===== src/rtl/salcc_pkg.sv =====
// Shared constants and types of the set associative LRU cache classifier.
`default_nettype none

package salcc_pkg;

    localparam int WL_W = 2;
    localparam int CNT_W = 32;
    localparam logic [CNT_W-1:0] CNT_MAX = {CNT_W{1'b1}};

    typedef struct packed {
        logic hit;
        logic fill;
    } salcc_status_t;

endpackage

`default_nettype wire


===== src/rtl/salcc_lookup.sv =====
// Way compare, victim choice and age update for one cache row.
`default_nettype none

module salcc_lookup #(
    parameter int MAX_WAYS  = 4,
    parameter int ADDR_BITS = 16,
    parameter int BANK_W    = 2
) (
    input  wire logic [ADDR_BITS-1:0]                 addr,
    input  wire logic [MAX_WAYS-1:0][ADDR_BITS-1:0]   row_tags,
    input  wire logic [MAX_WAYS-1:0][BANK_W-1:0]      row_ages,
    input  wire logic [MAX_WAYS-1:0]                  row_valid,
    input  wire logic [BANK_W-1:0]                    offset,
    input  wire logic [salcc_pkg::WL_W-1:0]           eff_log,
    output salcc_pkg::salcc_status_t                  status,
    output logic      [MAX_WAYS-1:0]                  sel,
    output logic      [MAX_WAYS-1:0][ADDR_BITS-1:0]   new_tags,
    output logic      [MAX_WAYS-1:0][BANK_W-1:0]      new_ages
);

    import salcc_pkg::*;

    logic [MAX_WAYS-1:0] in_set;
    logic [MAX_WAYS-1:0] hit_oh;
    logic [MAX_WAYS-1:0] free_oh;
    logic [MAX_WAYS-1:0] old_oh;
    logic                found;
    logic                have_free;
    logic                have_any;
    logic [BANK_W-1:0]   best_age;
    logic [BANK_W-1:0]   hit_age;
    logic [BANK_W-1:0]   lim;
    logic                bump;

    always_comb
    begin
        found     = 1'b0;
        have_free = 1'b0;
        have_any  = 1'b0;
        hit_oh    = '0;
        free_oh   = '0;
        old_oh    = '0;
        best_age  = '0;
        hit_age   = '0;
        lim       = BANK_W'((32'd1 << eff_log) - 32'd1);
        for (int b = 0; b < MAX_WAYS; b++)
        begin
            in_set[b] = ((BANK_W'(b) ^ offset) >> eff_log) == '0;
            if (in_set[b] && row_valid[b] && row_tags[b] == addr && !found)
            begin
                found     = 1'b1;
                hit_oh[b] = 1'b1;
                hit_age   = row_ages[b];
            end
            if (in_set[b] && !row_valid[b] && !have_free)
            begin
                have_free  = 1'b1;
                free_oh[b] = 1'b1;
            end
            if (in_set[b] && (!have_any || row_ages[b] > best_age))
            begin
                have_any  = 1'b1;
                best_age  = row_ages[b];
                old_oh    = '0;
                old_oh[b] = 1'b1;
            end
        end

        if (found)
        begin
            sel = hit_oh;
        end
        else if (have_free)
        begin
            sel = free_oh;
        end
        else
        begin
            sel = old_oh;
        end

        for (int b = 0; b < MAX_WAYS; b++)
        begin
            bump = found ? (row_ages[b] < hit_age) : (row_ages[b] < lim);
            new_tags[b] = sel[b] ? addr : row_tags[b];
            if (sel[b])
            begin
                new_ages[b] = '0;
            end
            else if (in_set[b] && row_valid[b] && bump)
            begin
                new_ages[b] = row_ages[b] + 1'b1;
            end
            else
            begin
                new_ages[b] = row_ages[b];
            end
        end

        status.hit  = found;
        status.fill = !found;
    end

endmodule

`default_nettype wire


===== config.mk =====
export PLATFORM = sky130hd
export DESIGN_NAME = salcc_lookup
export DESIGN_NICKNAME = d
export VERILOG_FILES = /design/src/rtl/salcc_pkg.sv /design/src/rtl/salcc_lookup.sv
export SDC_FILE = /design/constraint.sdc
export NUM_CORES = 1
export LEC_CHECK = 0
export ABC_AREA = 1
export BUFFER_PORTS_ARGS = -buffer_cell sky130_fd_sc_hd__buf_4
export CELL_PAD_IN_SITES_DETAIL_PLACEMENT = 1
export CELL_PAD_IN_SITES_GLOBAL_PLACEMENT = 1
export CORE_ASPECT_RATIO = 0.9
export CORE_UTILIZATION = 31
export DETAILED_ROUTE_END_ITERATION = 10
export GPL_TIMING_DRIVEN = 0
export PLACE_DENSITY = 0.89
export SLEW_MARGIN = 20
export SYNTH_ARGS = -nofsm -noshare
export SYNTH_HDL_FRONTEND = slang
export SYNTH_SLANG_ARGS = --single-unit

===== constraint.sdc =====
create_clock -name vclk -period 16.3
set_input_delay 3.26 -clock vclk [all_inputs]
set_output_delay 3.26 -clock vclk [all_outputs]
set_load 0.05 [all_outputs]

# Yosys cells after proc, flatten, opt, wreduce, memory -nomap -nowiden
# Cells that the tools add are included.
[word_totals]
regBits = 0
in_bits = 96
output_inout_bits = 78
elab_cells = 120
[classes]
addsub = 5
n_lt_le_gt_ge = 11
eq_ne = 4
shift = 5
n_mux = 46
n_bitwise = 3
reduce_logical = 46
[ops]
columns = ["cell", "count"]
rows = [
  ["$eq 16x16->1", 4],
  ["$mux 16", 4],
  ["$mux 2", 15],
  ["$logic_and 1x1->1", 25],
  ["$mux 1", 22],
  ["$mux 4", 5],
  ["$lt 2x2->1", 8],
  ["$logic_not 1->1", 14],
  ["$add 2x1->2 const B", 4],
  ["$logic_not 2->1", 4],
  ["$shr 2x2->2", 4],
  ["$gt 2x2->1", 3],
  ["$logic_or 1x1->1", 3],
  ["$not 1->1", 2],
  ["$not 2->2", 1],
  ["$shl 1x2->2 const A", 1],
  ["$sub 2x1->2 const B", 1],
]

# Logic depth before layout (Yosys ltp)
# Gate-level depths: netlist of run 1.
[logic_depth]
ltp_word = 19
mapped_depth = 35
depth_no_buf = 34

# Worst setup path after synthesis of run 1
# No wires, ideal clock.
[synth_path]
path_kind = "input -> output"
startpoint = "input port eff_log[0] (netlist name)"
endpoint = "output port new_tags[13] (netlist name)"
arrival_time_ns = 7.580
required_ns = 13.040
path_slack_ns = 5.460
path_stages = 32
path_buffers = 1
path_cell_list = "nor2_4 inv_2 o21ai_2 inv_2 nand2_1 ha_1 inv_1 nor2_1 o21ai_0 nand2_1 nand2_1 o21ai_0 ha_1 inv_1 nor2_1 o21ai_0 a21oi_1 inv_1 nand2_1 o21ai_0 ha_1 inv_1 nor2_1 o21ai_0 nand3_1 nand2_1 nand3_1 a21oi_1 o211ai_2 nand2_2 buf_4 o21ai_0"
[synth_rtl]
columns = ["element", "line_no", "source"]
rows = [
  ["start: declaration", "salcc_lookup.sv:14", "input wire logic [salcc_pkg::WL_W-1:0] eff_log,"],
  ["end: declaration", "salcc_lookup.sv:17", "output logic [MAX_WAYS-1:0][ADDR_BITS-1:0] new_tags,"],
]

==> results of run 1 <==
## through the flow
| stage | instance area [µm²] | instances | total power, mW | util (%) |
|---|---|---|---|---|
| 2_1_floorplan | 3080 | 636 | 0.157 | - |
| 5_1_grt | 4440 | 923 | 0.259 | 46.0 |
| 3_3_place_gp | 4440 | 923 | 0.236 | 46.0 |
| 3_5_place_dp | 4440 | 923 | 0.242 | 46.0 |
| 4_1_cts | 4440 | 923 | 0.243 | 46.0 |
| 6_report | 4440 | 923 | 0.243 | 46.0 |
## area by class of cell
cell class / instances / area [µm²]
Inverter: 86 / 323
Multi-Input combinational cell: 524 / 2560
Timing Repair Buffer: 161 / 1210
Buffer: 26 / 194
Tap cell: 126 / 158
Fill cell: 1478 / 5210
## metal layers
layer | GRT usage, % | up-vias | wire, µm
met1 | 38.6 | 2239 | 6900
met4 | 6.96 | 0 | 287
li1 | - | 2318 | -
met3 | 2.08 | 22 | 804
met5 | 0 | - | 0
met2 | 55.0 | 168 | 7690
## worst max path at each step
stage | from | to | slack (ns) | cells after the start
final | eff_log[0] | new_tags[1] | 5.10 | 35
after detailed placement | eff_log[0] | new_tags[3] | 5.09 | 34
after global placement | eff_log[0] | new_tags[17] | 5.39 | 34
after floorplan | eff_log[0] | new_tags[13] | 5.46 | 32
after CTS | eff_log[0] | new_tags[3] | 5.08 | 35
after global routing | eff_log[0] | new_tags[27] | 4.51 | 36
## worst max-delay path: cells and delay by family
family	cells	cell delay, ns
AOI/OAI and AO/OA	10	1.50
and+or+nand+nor	14	1.33
buffers and inverters	8	1.00
adders and majority gates	3	0.84
## power by group
| group | switching, mW | internal (mW) |
|---|---|---|
| sequential | 0 | 0 |
| combinational | 0.168 | 0.0751 |
| clock | 0 | 0 |
## cell usage after synthesis, drive strengths merged
master	count	area [µm²]
nand3	29	150
nand2	255	977
nand4	15	93.8
nor2	72	305
or2	4	25.0
nor3	3	26.3
nor3b	1	7.51
xnor2	22	193
clkbuf	1	5.00
o21a	3	22.5
o31ai	1	7.51
and2	2	12.5
buf	25	189
inv	86	323
o21ai	76	388
nor4	5	31.3
o211ai	1	12.5
xor2	7	61.3
ha	14	175
o22ai	1	6.26
a21oi	13	65.1
## kinds of logic (layout without fill, tap and decap cells)
| family | after synthesis | after routing | share of synthesized area (%) |
|---|---|---|---|
| adder cells (fa/ha/maj) | 14 | 14 | 5.69 |
| AND/OR/NAND/NOR | 386 | 386 | 52.9 |
| XOR/XNOR | 29 | 29 | 8.26 |
| AO/OA/AOI/OAI | 95 | 95 | 16.3 |
| buffers and inverters | 112 | 273 | 16.8 |
==> summary.txt, run 1 <==
Hold path
  • Hold worst-path end: new_tags[62]
  • Hold WC Path Type: input pin to output pin
  • Hold-critical path depth: 4
  • HP Start: row_tags[62]

Placement
  • I/O Buffers: 161
  • Setup WS pre-CTS: 5.09 ns
  • RePlAce Congestion: 0.934
  • DP HPWL: 13800 µm

Power and ir drop
  • Power Density: 54.8 mW/mm²
  • Lkg Pwr: 2.51 nW
  • Peak supply drop: 0.0246 mV

Final layout
  • Most frequent cells in the layout: 247 x nand2_1, 179 x buf_4, 68 x inv_1
  • Seq Cell Count: 0
  • Commonest non-fill, non-tap cell in the layout: nand2_1
  • Share of post-route cells with drive strength above 1: 29.0%
  • Nets: 909
  • Ant diodes: 0
  • FF+latch area: 0 µm²
  • CLK BUF: 0
  • Layout area overhead: 44.4%

Critical path
  • Startpoint Class: input pin
  • Worst setup EP type: output pin
  • Critical Path AT: 7.94 ns
  • Crit path kind: input pin to output pin
  • Critical Path RT: 13.04 ns
  • Most used cell along the critical path: nand2_1
  • Crit-path slowest cell: ha_1
  • Max incr delay on CP: 0.30 ns
  • Worst Path Max Fanout: 10

Timing
  • Setup violations, final: 0
  • Period Utilization, post-route: 68.7%
  • Final Max Slew Viols: 0
  • RSZ-0062 raised after global routing: no
  • Slew @ Worst Pin: 0.527 ns
  • Final Hold Vio Count: 0
  • Worst Slack Setup Final: 5.10 ns
  • Achievable Freq: 0.0893 GHz
  • Slew HR: 64.8%
  • Setup TNS: 0 ns
  • Hold slack: 6.90 ns
  • Fin crit period: 11.20 ns

Drt
  • TritonRoute pass-1 iters: 5
  • Vias: 4747
  • # DRC: 0
  • Routed Antenna Nets: 0
  • Post-Route WL: 15700 µm
  • Wirelength per Cell: 17.0 µm
  • Via-to-Cell Ratio: 5.14
  • DRT iter0 DRCs: 188

Floorplan
  • FP Rows: 34
  • Chip width: 107 µm
  • Top-Level Pins: 174
  • Die footprint: 0.0103 mm²
  • Initial Util: 31.9%
  • Die Y: 96.5 µm
  • Core box area: 0.00966 mm²

Clocking
  • Setup bufs post-CTS: 0
  • Post_cts resized: 0
  • Cts hold-fix bufs: 0

Global route
  • GRT overflow: 0
  • Vias in the first global route: 4772
  • Initial antenna violation count: 0
  • Global-route usage over all layers: 30.0%
  • First-pass GRT wire length: 24100 µm
  • Largest net degree at the start of global routing: 11

Outcome
  • Status: complete, no violations

Run
  • Max Cap Violations: 0

Yosys
  • Post-Syn Area per Cell: 4.84 µm²
  • Cell variety after synth: 32
  • Syn Inst Count: 636
  • Syn Nets: 746
  • Ys Warns: 0
  • Syn Std Cell Area: 0.00308 mm²
  • Seq/Total Area, Yosys: 0%
(Power assumes the default switching activity.)
==> run 2: changes to the inputs <==
--- a/config.mk
+++ b/config.mk
@@ -5,15 +5,15 @@
 export SDC_FILE = /design/constraint.sdc
 export NUM_CORES = 1
 export LEC_CHECK = 0
-export ABC_AREA = 1
+export ABC_AREA = 0
 export BUFFER_PORTS_ARGS = -buffer_cell sky130_fd_sc_hd__buf_4
 export CELL_PAD_IN_SITES_DETAIL_PLACEMENT = 1
 export CELL_PAD_IN_SITES_GLOBAL_PLACEMENT = 1
 export CORE_ASPECT_RATIO = 0.9
-export CORE_UTILIZATION = 31
+export CORE_UTILIZATION = 28
 export DETAILED_ROUTE_END_ITERATION = 10
 export GPL_TIMING_DRIVEN = 0
-export PLACE_DENSITY = 0.89
+export PLACE_DENSITY = 0.79
 export SLEW_MARGIN = 20
 export SYNTH_ARGS = -nofsm -noshare
 export SYNTH_HDL_FRONTEND = slang
==> constraint.sdc (replaced) <==
create_clock -name vclk -period 10.05
set_input_delay 2.01 -clock vclk [all_inputs]
set_output_delay 2.01 -clock vclk [all_outputs]
set_load 0.05 [all_outputs]
==> summary.txt, run 2 <==
Placement
  • I/O Buffers: 156 (was 161)
  • DP HPWL: 9690 µm (was 13800 µm)
  • RePlAce Congestion: 0.834 (was 0.934)
  • Setup WS pre-CTS: 0.220 ns (was 5.09 ns)

Timing
  • Final Max Slew Viols: 0 (unchanged)
  • Hold slack: 4.42 ns (was 6.90 ns)
  • Worst Slack Setup Final: 0.507 ns (was 5.10 ns)
  • Slew HR: 49.3% (was 64.8%)
  • RSZ-0062 raised after global routing: no (unchanged)
  • Achievable Freq: 0.105 GHz
  • Final Hold Vio Count: 0 (unchanged)
  • Setup violations, final: 0 (unchanged)
  • Fin crit period: 9.54 ns
  • Period Utilization, post-route: 95.0%
  • Setup TNS: 0 ns (unchanged)
  • Slew @ Worst Pin: 0.760 ns (was 0.527 ns)

Global route
  • First-pass GRT wire length: 17200 µm (was 24100 µm)
  • Largest net degree at the start of global routing: 11 (unchanged)
  • Vias in the first global route: 3253 (was 4772)
  • GRT overflow: 0 (unchanged)
  • Global-route usage over all layers: 21.7% (was 30.0%)
  • Initial antenna violation count: 0 (unchanged)

Power and ir drop
  • Lkg Pwr: 1.85 nW (was 2.51 nW)
  • Proportion of power drawn by the clock network: 0% (about the same)
  • Total power: 0.351 mW (was 0.243 mW)
  • Switch Pwr: 0.219 mW (was 0.168 mW)
  • Sequential fraction of design power: 0% (about the same)
  • Peak supply drop: 0.0419 mV (was 0.0246 mV)
  • Share of total power in combinational logic: 100.0% (about the same)
  • Power Density: 86.8 mW/mm² (was 54.8 mW/mm²)
  • Sw frac: 62.3% (was 69.1%)
  • Internal power: 0.132 mW (was 0.0751 mW)

Critical path
  • Critical Path AT: 7.53 ns (was 7.94 ns)
  • Crit path kind: input pin to output pin (unchanged)
  • Worst setup EP type: output pin (unchanged)
  • Startpoint Class: input pin (unchanged)
  • Max incr delay on CP: 0.39 ns (was 0.30 ns)
  • Critical Path RT: 8.04 ns (was 13.04 ns)
  • Crit-path slowest cell: mux2_2 (was ha_1)
  • Worst Path Max Fanout: 10 (unchanged)
  • Most used cell along the critical path: nor2b_1 (was nand2_1)

Yosys
  • Top post-synthesis cells by area: mux2_2 25%, xor2_1 15%, ha_1 6.5% (was nand2_1 30%, inv_1 8.3%, o21ai_0 8.1%)
  • Post-synth top cells: 61 x mux2_2, 48 x xor2_1, 24 x nor2_1, 18 x nand2_1, 18 x nor4_1 (was 247 x nand2_1, 68 x inv_1, 62 x nor2_1, 50 x o21ai_0, 28 x nand3_1)
  • Synth area leader: mux2_2 (was nand2_1)
  • Ys Warns: 0 (unchanged)
  • Synth top area share: 25.3% (was 30.1%)
  • Syn Nets: 448 (was 746)
  • Most instantiated library cell after synthesis: mux2_2 (was nand2_1)
  • Largest family of logic cells by synthesized area: multiplexers (was simple AND/OR/NAND/NOR gates)
  • Seq/Total Area, Yosys: 0% (unchanged)
  • Post-synthesis mux area share: 30.8% (was 0%)
  • Syn Std Cell Area: 0.00272 mm² (was 0.00308 mm²)
  • Cell variety after synth: 51 (was 32)
  • Compound-cell area share of the yosys netlist: 12.9% (was 16.3%)
  • Adder-Cell Fraction of Synth Area: 6.45% (was 5.69%)
  • Post-Syn Area per Cell: 8.03 µm² (was 4.84 µm²)
  • Post-synthesis xor/xnor area fraction: 20.6% (was 8.26%)
  • Syn Inst Count: 338 (was 636)
  • Simple-gate share of the synthesized area: 19.4% (was 52.9%)

Drt
  • Vias: 3106 (was 4747)
  • Via-to-Cell Ratio: 5.04 (was 5.14)
  • Wirelength per Cell: 18.4 µm (was 17.0 µm)
  • Routed Antenna Nets: 0 (unchanged)
  • # DRC: 0 (unchanged)
  • DRT iter0 DRCs: 56 (was 188)
  • Post-Route WL: 11300 µm (was 15700 µm)
  • TritonRoute pass-1 iters: 4 (was 5)

Final layout
  • Commonest non-fill, non-tap cell in the layout: buf_4 (was nand2_1)
  • CLK BUF: 0 (unchanged)
  • FF+latch area: 0 µm² (unchanged)
  • Layout area overhead: 48.9% (was 44.4%)
  • Ant diodes: 0 (unchanged)
  • Nets: 606 (was 909)
  • Seq Cell Count: 0 (unchanged)
  • Most frequent cells in the layout: 169 x buf_4, 61 x mux2_2, 48 x xor2_1 (was 247 x nand2_1, 179 x buf_4, 68 x inv_1)
  • Share of post-route cells with drive strength above 1: 53.2% (was 29.0%)

Run
  • Max Cap Violations: 0 (unchanged)

Floorplan
  • FP Rows: 33 (was 34)
  • Chip width: 106 µm (was 107 µm)
  • Die footprint: 0.0101 mm² (was 0.0103 mm²)
  • Initial Util: 29.4% (was 31.9%)
  • Core box area: 0.00925 mm² (was 0.00966 mm²)
  • Top-Level Pins: 174 (unchanged)
  • Die Y: 95.4 µm (was 96.5 µm)

Clocking
  • Setup bufs post-CTS: 0 (unchanged)

Outcome
  • Status: complete, no violations (unchanged)

Hold path
  • Hold WC Path Type: input pin to output pin (unchanged)
==> run 2: cell count changes after synthesis, sizes merged, moves of 10 or more <==
cell	previous run	this run
nand4	15	5
nor4	5	18
inv	86	10
mux2	0	69
o21ai	76	17
xor2	7	48
nand3	29	3
nor2	72	24
nand2	255	19
==> run 2: final timing paths <==
check / start / to / depth (start not counted)
worst max-delay path: offset[0] / new_tags[29] / 27
worst min-delay path: row_tags[8] / new_tags[8] / 3
==> run 2: power by group through the flow <==
stage	sequential (mW)	clock, mW	combinational, mW
2_1_floorplan	0	0	0.238
3_3_place_gp	0	0	0.345
3_5_place_dp	0	0	0.351
4_1_cts	0	0	0.352
5_1_grt	0	0	0.371
6_report	0	0	0.351
==> run 2: through the flow <==
stage	instances	utilization (%)	area (µm²)
final	616	43.7	4040
after global routing	616	43.7	4040
after CTS	616	43.7	4040
after detailed placement	616	43.7	4040
after global placement	616	43.7	4040
after floorplan	338	-	2720
==> run 2: area by class of cell <==
type / instances / area [µm²]
Buffer: 27 / 226
Fill cell: 1168 / 5210
Inverter: 10 / 37.5
Multi-Input combinational cell: 301 / 2450
Tap cell: 122 / 153
Timing Repair Buffer: 156 / 1170
==> run 2: what timing repair did <==
| item | in CTS | in global routing |
|---|---|---|
| endpoints found under the setup margin | 0 | 30 |
| hold endpoints to repair | 0 | 0 |
| hold buffers | 0 | 0 |
| gates resized for setup | 0 | 2 |
==> run 2: per-layer routing <==
| metal | routed length (µm) | track usage, % |
|---|---|---|
| met1 | 4670 | 25.7 |
| met2 | 5990 | 43.5 |
| met3 | 681 | 3.14 |
| met4 | 0 | 0.116 |
| met5 | 0 | 0 |
==> run 2: worst max-delay path: cells and delay by family <==
kind,cells,cell delay (ns)
compound gates,11,2.07
simple gates,8,1.25
fa+ha+maj,3,0.84
mux,2,0.75
buf+inv,3,0.60
==> run 2: cells by family (layout without fill, tap and decap cells) <==
family | count (synthesis) | after routing
mux | 72 | 72
simple gates | 99 | 99
fa+ha+maj | 14 | 14
compound gates | 52 | 52
xor+xnor | 64 | 64
buf+inv | 37 | 193
